[src/rtl/ubcr_pkg.sv]
// Shared types and constants of the UART bit-clock recovery unit.
// No dependencies; used by the queue, the sample engine and the top level.
`default_nettype none

package ubcr_pkg;

  // Bits in one UART frame (start, data, stop)
  localparam int BITS_PER_FRAME = 10;
  // Bit counter width; it also holds BITS_PER_FRAME, which means idle
  localparam int IDX_W          = $clog2(BITS_PER_FRAME + 1);

  localparam int EDGE_W   = 48;
  localparam int TIME_W   = 49;
  localparam int PERIOD_W = 32;

  // Nominal bit period at 115200 baud, in ps
  localparam logic [PERIOD_W-1:0] PERIOD_RESET = 32'd8680555;

  // One queued edge
  typedef struct packed {
    logic [EDGE_W-1:0] edge_time;
    logic              new_capture;
  } item_t;

endpackage

`default_nettype wire

[src/rtl/ubcr_queue.sv]
// Front end: two-entry queue that takes edge items and hands them to the engine.
// Depends on ubcr_pkg for the item type.
`default_nettype none

module ubcr_queue (
  input  wire logic          clk,
  input  wire logic          rst,
  input  wire logic          in_valid,
  output logic               in_ready,
  input  wire ubcr_pkg::item_t in_item,
  output logic               q_valid,
  input  wire logic          q_ready,
  output ubcr_pkg::item_t    q_item
);

  ubcr_pkg::item_t entry [2];
  logic            wr_ptr;
  logic            rd_ptr;
  logic [1:0]      count;
  logic            push;
  logic            pop;

  assign in_ready = (count != 2'd2);
  assign q_valid  = (count != 2'd0);
  assign q_item   = entry[rd_ptr];
  assign push     = in_valid && in_ready;
  assign pop      = q_valid && q_ready;

  // Pointers and fill count
  always_ff @(posedge clk) begin
    if (rst) begin
      wr_ptr <= 1'b0;
      rd_ptr <= 1'b0;
      count  <= 2'd0;
    end else begin
      if (push) wr_ptr <= ~wr_ptr;
      if (pop)  rd_ptr <= ~rd_ptr;
      case ({push, pop})
        2'b10:   count <= count + 2'd1;
        2'b01:   count <= count - 2'd1;
        default: count <= count;
      endcase
    end
  end

  // Entry storage
  always_ff @(posedge clk) begin
    if (push) entry[wr_ptr] <= in_item;
  end

endmodule

`default_nettype wire

[src/rtl/ubcr_engine.sv]
// Back end: frame state, bit-centre stepping and the registered sample output.
// Depends on ubcr_pkg; fed by ubcr_queue.
`default_nettype none

module ubcr_engine (
  input  wire logic                          clk,
  input  wire logic                          rst,
  input  wire logic                          cfg_we,
  input  wire logic [ubcr_pkg::PERIOD_W-1:0] cfg_data,
  input  wire logic                          q_valid,
  output logic                               q_ready,
  input  wire ubcr_pkg::item_t               q_item,
  output logic                               out_valid,
  input  wire logic                          out_ready,
  output logic [ubcr_pkg::TIME_W-1:0]        sample_time,
  output logic                               sample_level,
  output logic                               last_of_run
);

  typedef enum logic [1:0] {
    ST_IDLE = 2'b01,
    ST_RUN  = 2'b10
  } state_t;

  localparam logic [ubcr_pkg::IDX_W-1:0] IDX_IDLE =
    ubcr_pkg::IDX_W'(ubcr_pkg::BITS_PER_FRAME);
  localparam logic [ubcr_pkg::IDX_W-1:0] IDX_LAST =
    ubcr_pkg::IDX_W'(ubcr_pkg::BITS_PER_FRAME - 1);

  state_t                          state, state_next;
  logic [ubcr_pkg::PERIOD_W-1:0]   period;
  logic [ubcr_pkg::EDGE_W-1:0]     edge_hold, edge_hold_next;
  logic [ubcr_pkg::TIME_W-1:0]     center, center_next;
  logic [ubcr_pkg::IDX_W-1:0]      index, index_next;
  logic                            level, level_next;
  logic                            out_valid_next;
  logic                            load_out;
  logic                            out_free;
  logic                            pop;
  logic [ubcr_pkg::TIME_W:0]       window;
  logic                            consumed;
  logic                            last_bit;
  logic [ubcr_pkg::TIME_W-1:0]     start_q;
  logic [ubcr_pkg::TIME_W-1:0]     start_hold;

  assign q_ready  = (state == ST_IDLE);
  assign pop      = q_valid && q_ready;
  assign out_free = !out_valid || out_ready;

  // Acceptance window of the current bit and the frame-start centres
  assign window   = {1'b0, center} + {20'd0, period[ubcr_pkg::PERIOD_W-1:2]};
  assign consumed = ({2'b00, edge_hold} < window);
  assign last_bit = (index == IDX_LAST);
  assign start_q    = {1'b0, q_item.edge_time} + {18'd0, period[ubcr_pkg::PERIOD_W-1:1]};
  assign start_hold = {1'b0, edge_hold} + {18'd0, period[ubcr_pkg::PERIOD_W-1:1]};

  // Next-state logic
  always_comb begin
    state_next     = state;
    edge_hold_next = edge_hold;
    center_next    = center;
    index_next     = index;
    level_next     = level;
    out_valid_next = out_valid && !out_ready;
    load_out       = 1'b0;
    case (state)
      ST_IDLE: begin
        if (pop) begin
          edge_hold_next = q_item.edge_time;
          if (q_item.new_capture || (index == IDX_IDLE)) begin
            // Edge while idle (or after a capture restart): open a frame
            center_next = start_q;
            index_next  = '0;
            if (q_item.new_capture) level_next = 1'b0;
          end else begin
            state_next = ST_RUN;
          end
        end
      end
      ST_RUN: begin
        if (out_free) begin
          load_out       = 1'b1;
          out_valid_next = 1'b1;
          level_next     = ~level;
          center_next    = center + {17'd0, period};
          index_next     = index + 1'b1;
          if (consumed) begin
            state_next = ST_IDLE;
          end else if (last_bit) begin
            // Frame done with the edge unused: it opens the next frame
            center_next = start_hold;
            index_next  = '0;
            state_next  = ST_IDLE;
          end
        end
      end
      default: begin
        state_next = ST_IDLE;
      end
    endcase
  end

  // Control state and configuration
  always_ff @(posedge clk) begin
    if (rst) begin
      state     <= ST_IDLE;
      period    <= ubcr_pkg::PERIOD_RESET;
      center    <= '0;
      index     <= IDX_IDLE;
      level     <= 1'b0;
      out_valid <= 1'b0;
    end else begin
      state     <= state_next;
      center    <= center_next;
      index     <= index_next;
      level     <= level_next;
      out_valid <= out_valid_next;
      if (cfg_we) period <= cfg_data;
    end
  end

  // Payload registers
  always_ff @(posedge clk) begin
    edge_hold <= edge_hold_next;
    if (load_out) begin
      sample_time  <= center;
      sample_level <= level;
      last_of_run  <= consumed || last_bit;
    end
  end

endmodule

`default_nettype wire

[src/rtl/uart_bit_clock_recovery_unit.sv]
// UART bit-clock recovery: edge timestamps in, recovered bit-centre samples out.
// Flow: an accepted item is registered in the queue, then popped by the engine,
// which registers each of its samples (0 to 10) on the output and takes no new
// item until done; it emits one bit centre per cycle unless out_ready stalls it.
// Reset (rst, synchronous): queue empty, frame idle, level low, period 8680555 ps.
// Depends on ubcr_pkg, ubcr_queue and ubcr_engine.
`default_nettype none

module uart_bit_clock_recovery_unit (
  input  wire logic                          clk,
  input  wire logic                          rst,
  input  wire logic                          cfg_we,
  input  wire logic [ubcr_pkg::PERIOD_W-1:0] cfg_data,
  input  wire logic                          in_valid,
  output logic                               in_ready,
  input  wire logic [ubcr_pkg::EDGE_W-1:0]   edge_time,
  input  wire logic                          new_capture,
  output logic                               out_valid,
  input  wire logic                          out_ready,
  output logic [ubcr_pkg::TIME_W-1:0]        sample_time,
  output logic                               sample_level,
  output logic                               last_of_run
);

  ubcr_pkg::item_t in_item;
  ubcr_pkg::item_t q_item;
  logic            q_valid;
  logic            q_ready;

  assign in_item.edge_time   = edge_time;
  assign in_item.new_capture = new_capture;

  // Front: edge queue
  ubcr_queue u_queue (
    .clk      (clk),
    .rst      (rst),
    .in_valid (in_valid),
    .in_ready (in_ready),
    .in_item  (in_item),
    .q_valid  (q_valid),
    .q_ready  (q_ready),
    .q_item   (q_item)
  );

  // Back: sample engine
  ubcr_engine u_engine (
    .clk          (clk),
    .rst          (rst),
    .cfg_we       (cfg_we),
    .cfg_data     (cfg_data),
    .q_valid      (q_valid),
    .q_ready      (q_ready),
    .q_item       (q_item),
    .out_valid    (out_valid),
    .out_ready    (out_ready),
    .sample_time  (sample_time),
    .sample_level (sample_level),
    .last_of_run  (last_of_run)
  );

endmodule

`default_nettype wire

[config.mk]
export PLATFORM = sky130hd
export DESIGN_NAME = uart_bit_clock_recovery_unit
export DESIGN_NICKNAME = d
export VERILOG_FILES = /design/src/rtl/ubcr_pkg.sv /design/src/rtl/ubcr_queue.sv /design/src/rtl/ubcr_engine.sv /design/src/rtl/uart_bit_clock_recovery_unit.sv
export SDC_FILE = /design/constraint.sdc
export NUM_CORES = 1
export LEC_CHECK = 0
export ABC_AREA = 1
export BUFFER_PORTS_ARGS = -buffer_cell sky130_fd_sc_hd__buf_4
export CORE_UTILIZATION = 35
export CTS_CLUSTER_SIZE = 20
export DETAILED_ROUTE_END_ITERATION = 10
export PLACE_DENSITY = 0.59
export SYNTH_ARGS = -nofsm -noshare
export SYNTH_HDL_FRONTEND = slang
export SYNTH_HIERARCHICAL = 1
export SYNTH_SLANG_ARGS = --single-unit
[constraint.sdc]
create_clock -name clk -period 7.6 [get_ports clk]
set_input_delay 1.52 -clock clk [delete_from_list [all_inputs] [get_ports clk]]
set_output_delay 1.52 -clock clk [all_outputs]
set_load 0.1 [all_outputs]
======== Word-level counts from Yosys, hierarchy flattened ========
Memories as Yosys holds them, arrays and structs flattened. A register that Yosys moved wholly into a read port is not among the register bits.
Index checks and enable logic that the tools add are counted.
storage, ports and cells
  register bits ........................... 192
  output and inout port bits .............. 53
  input port bits ......................... 86
  memories ................................ 1
  word-level logic and storage cells ...... 85
  RAM bits ................................ 98
cells by class
  reductions and logical operators ........ 15
  multiplexer cells ....................... 32
  order comparisons ....................... 1
  bitwise operators ....................... 3
  add/sub/neg operators ................... 7
  eq/ne operators ......................... 13
memories
  name           depth  width  rd ports  clocked after memory_dff  write ports  RTL line          text
  u_queue.entry  2      49     1         1                         1            ubcr_queue.sv:16  ubcr_pkg::item_t entry [2];
operators by type and width
  kind                                                   count
  2-to-1 mux 49 bit                                      5
  adder 48 x 31 -> 49 bit                                2
  one-hot mux 49 bit (2 select lines)                    1
  adder 49 x 30 -> 50 bit                                1
  less-than comparator 48 x 50 -> 1 bit                  1
  adder 49 x 32 -> 49 bit                                1
  2-to-1 mux 4 bit                                       5
  2-to-1 mux 1 bit                                       12
  2-to-1 mux 2 bit                                       5
  inequality test 2 bit, second input constant           5
  equality test 4 bit, second input constant             2
  one-hot mux 2 bit (2 select lines)                     2
  one-hot mux 4 bit (2 select lines)                     1
  AND reduction 4 bit                                    2
  nonzero test 2 bit                                     3
  AND reduction 5 bit                                    1
  adder 4 x 1 -> 4 bit, second input constant            1
  equality test 2 x 1 -> 1 bit, second input constant    2
  equality test 2 bit, second input constant             2
  logical AND 1 bit                                      3
  logical OR 1 bit                                       3
  inequality test 3 x 1 -> 1 bit, second input constant  1
  NOT 1 bit                                              3
  adder 2 x 1 -> 2 bit, second input constant            1
  5 further kinds                                        6

======== Longest topological paths before layout ========
Gate-level depths: netlist of the first run.
  depth after elaboration ................. 5
  depth in mapped cells ................... 30
  gate-level depth less buffers ........... 30

======== By module ========
Netlist of the first run, hierarchy kept.
by module, submodules not included
  module       instances  cells an instance  sequential area each (sq um)  area an instance (sq um)
  ubcr_engine  1          2896               4754.6                        18626.6
  ubcr_queue   1          190                3042.9                        3822.4

======== Worst setup path after synthesis of the first run ========
OpenSTA, ideal clock, no wires.
  path type ............................... input port to flip-flop
  start ................................... input out_ready
  end ..................................... register u_engine.level
  path slack .............................. 2.646 ns
  data arrival time ....................... 4.832 ns
  stages .................................. 7
  data required time ...................... 7.478 ns
  library setup time ...................... 0.122 ns
  buffers on the path ..................... 0
  cells stage by stage .................... nor2_1 -> nor2_1 -> inv_1 -> o21ai_0 -> o21ai_0 -> o21ai_0 -> a21oi_1
between the ends
  word-level cells in the longest chain between the ends .. 3
ends and longest elaborated chain
  item                                      RTL line                            text
  start, declared                           uart_bit_clock_recovery_unit.sv:19  input wire logic out_ready,
  logical OR 1 bit                          ubcr_engine.sv:48                   assign out_free = !out_valid || out_ready;
  inequality test 2 x 1 -> 1 bit (no line)  -
  AND reduction 5 bit (no line)             -
  end signal, assigned                      ubcr_engine.sv:116                  level <= level_next;
  end, declared                             ubcr_engine.sv:35                   logic level, level_next;
No other way between the ends.
A chain may end at the register's enable or synchronous reset.

======== Worst setup path in the final report of the first run ========
  start ................................... register u_engine/period[2] in the netlist's numbering
  end ..................................... register u_engine/center[6] in the netlist's numbering
between the ends
  word-level cells in the longest chain between the ends .. 5
  elaborated cells between the ends (all ways) .. 11
  classes of those cells .................. 4 x add/sub; 1 x order compare; 6 x mux
ends and longest elaborated chain
  item                                                                               RTL line                              text
  start, declared                                                                    ubcr_engine.sv:31                     logic [ubcr_pkg::PERIOD_W-1:0] period;
  start signal, assigned                                                             ubcr_engine.sv:107                    period <= ubcr_pkg::PERIOD_RESET;
  start signal, assigned                                                             ubcr_engine.sv:118                    if (cfg_we) period <= cfg_data;
  adder 49 x 30 -> 50 bit (tied with other cells)                                    ubcr_engine.sv:51                     assign window = {1'b0, center} + {20'd0, period[ubcr_pkg::PERIOD_W-1:2]};
  less-than comparator 48 x 50 -> 1 bit / 2-to-1 mux 49 bit (equally long branches)  ubcr_engine.sv:52, ubcr_engine.sv:89
  2-to-1 mux 49 bit                                                                  ubcr_engine.sv:87                     if (consumed) begin
  2-to-1 mux 49 bit                                                                  ubcr_engine.sv:81                     if (out_free) begin
  one-hot mux 49 bit (2 select lines) *                                              ubcr_engine.sv:66                     case (state)
  end signal, assigned                                                               ubcr_engine.sv:114                    center <= center_next;
  end, declared                                                                      ubcr_engine.sv:33                     logic [ubcr_pkg::TIME_W-1:0] center, center_next;
Mark *: on every way between the ends. The rest lies on a longest branch, timed or not. The select of a mux whose other input is x is not followed.

==> flow_summary.yaml, run 1 <==
synth:
  yosys_warnings: 6
  synth_cells: 3086
  synth_area_um2: 22400
  synth-seq-area-share_pct: 34.7
  synth_top_area_share_pct: 26.4
  synth-edff-count: 197
  synthDistinctLibCells: 54
  synthFlopType: "edfxtp_1"
  ys_seq_elements: 291
  syn_avg_cell_area_um2: 7.27
  syn_nets: 3351
  synth_area_leaders: "edfxtp_1 (26%), nand2_1 (15%), ha_1 (9.8%), dfxtp_1 (8.4%), inv_1 (6.2%)"
  synth_most_common_cell: "nand2_1"
  yosys.area.top_type: "edfxtp_1"
  async_flop_share_pct: 0
  yosys-top-cells-count: "nand2_1 (872), inv_1 (369), nor2_1 (316)"
grt:
  grt_pass1_wl_um: 122000
  grt_pass1_vias: 20400
  grt_max_degree: 76
  grt_antenna_before_repair: 0
  gr-total-overflow: 0
  grt_use_total_pct: 25.3
sta:
  hold_viol: 0
  setup_violations: 0
  fin_crit_sh_pct: 69.9
  worst_pin_slew_ns: 0.971
  drv_slew: 0
  period_minus_slack_ns: 5.31
  fin_setup_tns_ns: 0
  clock_skew_ns: 0.0195
  slew_headroom_pct: 35.3
  fmax_mhz: 188
  rsz0062_at_grt: "no"
layout:
  fin_nets: 3491
  fin_cells: 4098
  fin_util_pct: 40.6
  area_delta_synth_final_pct: 14.4
  drive_above_1_share_pct: 9.50
  n_antenna_cell: 0
routing:
  avgViaCountPerCell: 5.22
  routedWlPerCell_um: 20.2
  drt_pass1_iterations: 6
  ant_nets: 0
  wl_met3_um: 5910
  top_layer: "met4"
  route.detailed.drc: 0
  met2WireLength_um: 36600
  wl_met1_um: 37800
  drt-total-wl_um: 82800
  num_vias: 21400
  drt_iter0_drc: 2000
clock_network:
  ctsResizeCount: 0
  numCtsBuffers: 35
  cts_hold_buf: 0
  htreeDepth: 2
  clk_path_buf_depth: 3
  clock-sinks: 291
  post_cts_buffers: 0
  clk_pin_slew_ns: 0.06
  clkLatencyLatePin_ns: 0.55
  cts_tree: "done"
  clock-root-buffer: "clkbuf_16"
die:
  dieArea_um2: 65200
  core_um2: 63200
  die_h_um: 255
  rows: 92
  dieWidth_um: 255
  start_util_pct: 35.5
  io_pins: 139
critical_path:
  cp-end-kind: "register"
  cp_slowest_cell: "nand2_4"
  worstPathMaxFanout: 44
  critPathKind: "register to register"
  cp-start-kind: "register"
  cpMostUsedCell: "nand2_1"
  slowest_delay_ns: 0.45
  cp.arrival_ns: 5.75
  required_ns: 8.04
job:
  drv_cap: 0
worst_hold_path:
  min_path_type: "register to register"
place:
  dp.cells: 4035
  post-dp-hpwl_um: 66400
  place_congestion: 1.00
  io_buffers: 138
pwr:
  leakagePower_uw: 0.0117
  p_per_area_nw_per_um2: 375
  vdd_drop_max_mv: 0.263
status:
  status: "finished clean"
[state kept, by name, indices dropped and copies added, names as in the netlist, named ones only]
register,count
u_engine/last_of_run,1
u_engine/level,1
u_engine/sample_level,1
u_queue/rd_ptr,1
u_engine/index,4
u_engine/state,2
u_engine/center,49
u_engine/out_valid,1
u_engine/edge_hold,48
u_engine/sample_time,49
u_queue/wr_ptr,1
u_queue/count,2
u_engine/period,32
u_queue/entry,98
[final timing paths]
| check | startpoint | end | slack [ns] | cells past startpoint |
|---|---|---|---|---|
| hold reg to reg | u_engine/period[0] | u_engine/period[0] | 0.49 | 2 |
| setup / recovery | u_engine/period[2] | u_engine/center[6] | 2.29 | 27 |
| setup reg to reg | u_engine/period[2] | u_engine/center[6] | 2.29 | 27 |
| hold / removal | u_engine/period[0] | u_engine/period[0] | 0.49 | 2 |
[per-stage QoR]
stage	setup WS, ns	hold slack, ns	area (um^2)	total power [uW]
6_report	2.29	0.489	25700	9650
5_1_grt	1.85	0.513	25700	10300
4_1_cts	2.36	0.490	25700	9540
3_5_place_dp	2.42	0.478	24400	7640
3_3_place_gp	2.55	0.466	24400	7690
2_1_floorplan	2.65	0.409	22400	5920
[final cells by class]
type | instances | area, um^2
Fill cell | 6618 | 37500
Multi-Input combinational cell | 2371 | 13000
Sequential cell | 291 | 7800
Inverter | 372 | 1400
Timing Repair Buffer | 155 | 1160
Tap cell | 846 | 1060
Clock buffer | 42 | 942
Clock inverter | 21 | 328
[worst max-delay path, delay by kind of cell, from the launching register on]
family,cells,cell delay (ns)
xor+xnor,1,0.08
simple gates,14,2.12
compound gates,6,1.39
buf+inv,3,0.19
fa+ha+maj,3,0.95
flops,1,0.44
[cell families (layout without fill, tap and decap cells)]
group	Yosys count	count (layout)	share of synthesized area, %
simple gates	1488	1488	27.3
compound gates	524	524	12.6
buf+inv	424	590	7.51
flops	291	291	34.7
fa+ha+maj	179	179	10.1
xor+xnor	131	131	5.11
mux	49	49	2.63
[report_power, final]
| group | switching, uW | internal (uW) | total (uW) |
|---|---|---|---|
| Sequential | 523 | 2150 | 2670 |
| Clock | 716 | 1140 | 1850 |
| Combinational | 3490 | 1630 | 5120 |
[metal layers]
| metal | up-vias | global-route usage (%) |
|---|---|---|
| met5 | - | 0 |
| met2 | 789 | 40.4 |
| li1 | 10600 | - |
| met1 | 9935 | 35.5 |
| met3 | 111 | 2.87 |
| met4 | 0 | 8.08 |
[placed cells by master (no fill, tap or decap), drive strengths merged, types with 3 or more instances in the layout]
master / n
mux2: 49
a31oi: 21
clkinv: 10
a21o: 11
nand3b: 4
nand3: 185
clkbuf: 42
o21a: 9
nand2: 881
bufinv: 7
o211ai: 3
ha: 175
dfxtp: 94
o21bai: 24
nor2: 323
nor3: 31
and3: 5
xor2: 82
xnor2: 49
a21oi: 255
nor4: 12
or2: 11
fa: 4
inv: 374
a21boi: 6
o21ai: 184
nand4: 34
edfxtp: 197
o31ai: 3
buf: 155
No activity file was read; power rests on OpenSTA's default activity.
==> inputs of run 2 (changes only) <==
--- a/config.mk
+++ b/config.mk
@@ -5,7 +5,7 @@
 export SDC_FILE = /design/constraint.sdc
 export NUM_CORES = 1
 export LEC_CHECK = 0
-export ABC_AREA = 1
+export ABC_AREA = 0
 export BUFFER_PORTS_ARGS = -buffer_cell sky130_fd_sc_hd__buf_4
 export CORE_UTILIZATION = 35
 export CTS_CLUSTER_SIZE = 20
==> constraint.sdc (replaced) <==
create_clock -name clk -period 5.12 [get_ports clk]
set_input_delay 1.024 -clock clk [delete_from_list [all_inputs] [get_ports clk]]
set_output_delay 1.024 -clock clk [all_outputs]
set_load 0.1 [all_outputs]
==> run 2 against run 1 <==
Against the previous run: the run now ends with setup timing left; synthesized cell count is 34% lower; first-iteration DRC count is 20% lower; clock power is 44% higher; sequential share of layout area is 0.79 points higher; global-route usage is 1.0 points lower; die area is 12% lower; critical endpoint is now u_engine/center[2]; largest power group unchanged.
==> flow_summary.yaml, run 2 <==
grt:
  gr-total-overflow: 0
  grt_max_degree: 52
  grt_pass1_wl_um: 105000
  grt_pass1_vias: 17000
  grt_antenna_before_repair: 0
  grt_use_total_pct: 24.3
sta:
  period_minus_slack_ns: 5.84
  fin_hold_ws_ns: 0.474
  worst_pin_slew_ns: 1.04
  worst_slack_ns: -0.716
  hold_viol: 0
  drv_slew: 0
  fin_setup_tns_ns: -33.70
  setup_violations: 56
  clock_skew_ns: 0.0281
  rsz0062_at_grt: "yes"
  fin_crit_sh_pct: 114
  slew_headroom_pct: 30.3
  fmax_mhz: 171
job:
  drv_cap: 0
synth:
  ys_seq_elements: 291
  synthDistinctLibCells: 95
  post_synth_and_or_nand_nor_area_fraction_pct: 13.9
  synth_most_common_cell: "edfxtp_1"
  async_flop_share_pct: 0
  synth_fa_ha_area_share_pct: 11.5
  synth_cells: 2034
  synth_top_area_share_pct: 29.9
  synth-edff-count: 197
  syn_avg_cell_area_um2: 9.74
  syn_nets: 2299
  synth_top_family_by_area: "compound AO/OA/AOI/OAI gates"
  synth_compound_area_share_pct: 21.0
  yosys.area.top_type: "edfxtp_1"
  synth-seq-area-share_pct: 39.4
  yosys-top-cells-count: "edfxtp_1 (197), ha_1 (175), a21oi_1 (170)"
  synth_area_um2: 19800
  yosys_warnings: 6
  synthMuxAreaShare_pct: 4.86
  yosys.area_share.xor_xnor_pct: 6.46
  synth_area_leaders: "edfxtp_1 (30%), ha_1 (11%), dfxtp_1 (9.5%), a21oi_1 (4.3%), o21ai_0 (3.6%)"
  synthFlopType: "edfxtp_1"
clock_network:
  clock-root-buffer: "clkbuf_16"
  clock-sinks: 291
  clkLatencyLatePin_ns: 0.57
  htreeDepth: 2
  numCtsBuffers: 36
  clk_path_buf_depth: 3
  clk_pin_slew_ns: 0.06
  cts_hold_buf: 0
  cts_tree: "done"
die:
  dieWidth_um: 240
  start_util_pct: 35.7
  core_um2: 55500
  io_pins: 139
  die_h_um: 240
  dieArea_um2: 57500
  rows: 86
routing:
  ant_nets: 0
  num_vias: 17800
  drt_pass1_iterations: 7
  drt-total-wl_um: 70500
  routedWlPerCell_um: 22.5
  drt_iter0_drc: 1596
  avgViaCountPerCell: 5.67
  route.detailed.drc: 0
worst_hold_path:
  min_path_type: "register to register"
critical_path:
  worstPathMaxFanout: 7
  required_ns: 5.59
  slowest_delay_ns: 0.43
  cp.arrival_ns: 6.31
  cp_slowest_cell: "a2111oi_4"
  cp-start-kind: "register"
  cp-end-kind: "register"
  critPathKind: "register to register"
pwr:
  leakagePower_uw: 0.0102
  vdd_drop_max_mv: 0.247
  p_per_area_nw_per_um2: 553
  power.total_uw: 13900
status:
  violations: "setup timing"
  status: "finished, violations left"
place:
  dp_slack_ns: -1.06
  place_congestion: 0.956
  post-dp-hpwl_um: 53500
  io_buffers: 138
  dp.cells: 3049
layout:
  area_delta_synth_final_pct: 26.5
  fin_cells: 3140
  fin_nets: 2630
  mostFrequentLayoutCells: "buf_4 (337), edfxtp_1 (197), ha_1 (172)"
  top_regs: "u_queue/entry (98), u_engine/center (49), u_engine/sample_time (49)"
  largest_register: "u_queue/entry"
  drive_above_1_share_pct: 25.0
  n_antenna_cell: 0
  largest_reg_flops: 98
  final_common_cell: "buf_4"
[run 2: cell count changes after synthesis, moves of 23 or more]
| cell | change |
|---|---|
| a211oi_1 | +27 |
| a21o_1 | +62 |
| a21oi_1 | -83 |
| and3_1 | +23 |
| inv_1 | -307 |
| mux2i_1 | +41 |
| nand2_1 | -743 |
| nand3_1 | -122 |
| nor2_1 | -171 |
| o21ai_0 | -34 |
| or3_1 | +24 |
| xnor2_1 | +31 |
[run 2: layout make-up]
cell class                 instances  area [um^2]
clock buffer                      48         1010
sequential                       291         7800
inverter                          62          233
fill                            5347        30500
multi-input combinational       1612        12000
tap                              748          936
timing repair buffer             362         2890
clock inverter                    17          208
[run 2: final timing paths]
| check | end | slack [ns] | depth (start not counted) | start |
|---|---|---|---|---|
| worst min-delay path | u_engine/sample_level | 0.47 | 0 | u_engine/level |
| worst max-delay path | u_engine/center[2] | -0.72 | 27 | u_engine/center[0] |
| worst max register to register | u_engine/center[2] | -0.72 | 27 | u_engine/center[0] |
| worst min register to register | u_engine/sample_level | 0.47 | 0 | u_engine/level |
[run 2: kinds of logic after synthesis]
family | Yosys count
xor+xnor | 146
fa+ha+maj | 179
simple gates | 556
mux | 90
buf+inv | 133
flops | 291
compound gates | 639
[run 2: power breakdown]
group          internal, uW  switching (uW)
clock                  1590            1070
combinational          3090            4440
sequential             3150             511
[run 2: metal layers]
metal | vias up | global-route usage, % | part of all wire (%)
li1 | 8388 | - | -
met1 | 8650 | 34.9 | 47
met2 | 639 | 37.7 | 44
met3 | 120 | 3.36 | 6.6
met4 | 0 | 7.12 | 3.0
met5 | - | 0 | 0
[run 2: worst max-delay path, delay by kind of cell (launching register included)]
| kind | cells | cell delay (ns) |
|---|---|---|
| adder cells (fa/ha/maj) | 3 | 0.67 |
| flip-flops | 1 | 0.35 |
| AO/OA/AOI/OAI | 11 | 2.59 |
| AND/OR/NAND/NOR | 7 | 1.42 |
| buffers and inverters | 5 | 0.61 |
| XOR/XNOR | 1 | 0.08 |
[run 2: through the flow]
step	utilization, %	instance area (um^2)
6_report	45.1	25100
2_1_floorplan	-	19900
3_3_place_gp	41.5	23100
5_1_grt	45.1	25100
3_5_place_dp	41.5	23100
4_1_cts	44.7	24800
[run 2: repair_timing]
item | 4_1_cts | 5_1_grt
pin swaps | 59 | 38
cloned | 3 | 0
setup buffers | 18 | 7
endpoints found under the setup margin | 56 | 56
resized for setup | 75 | 47
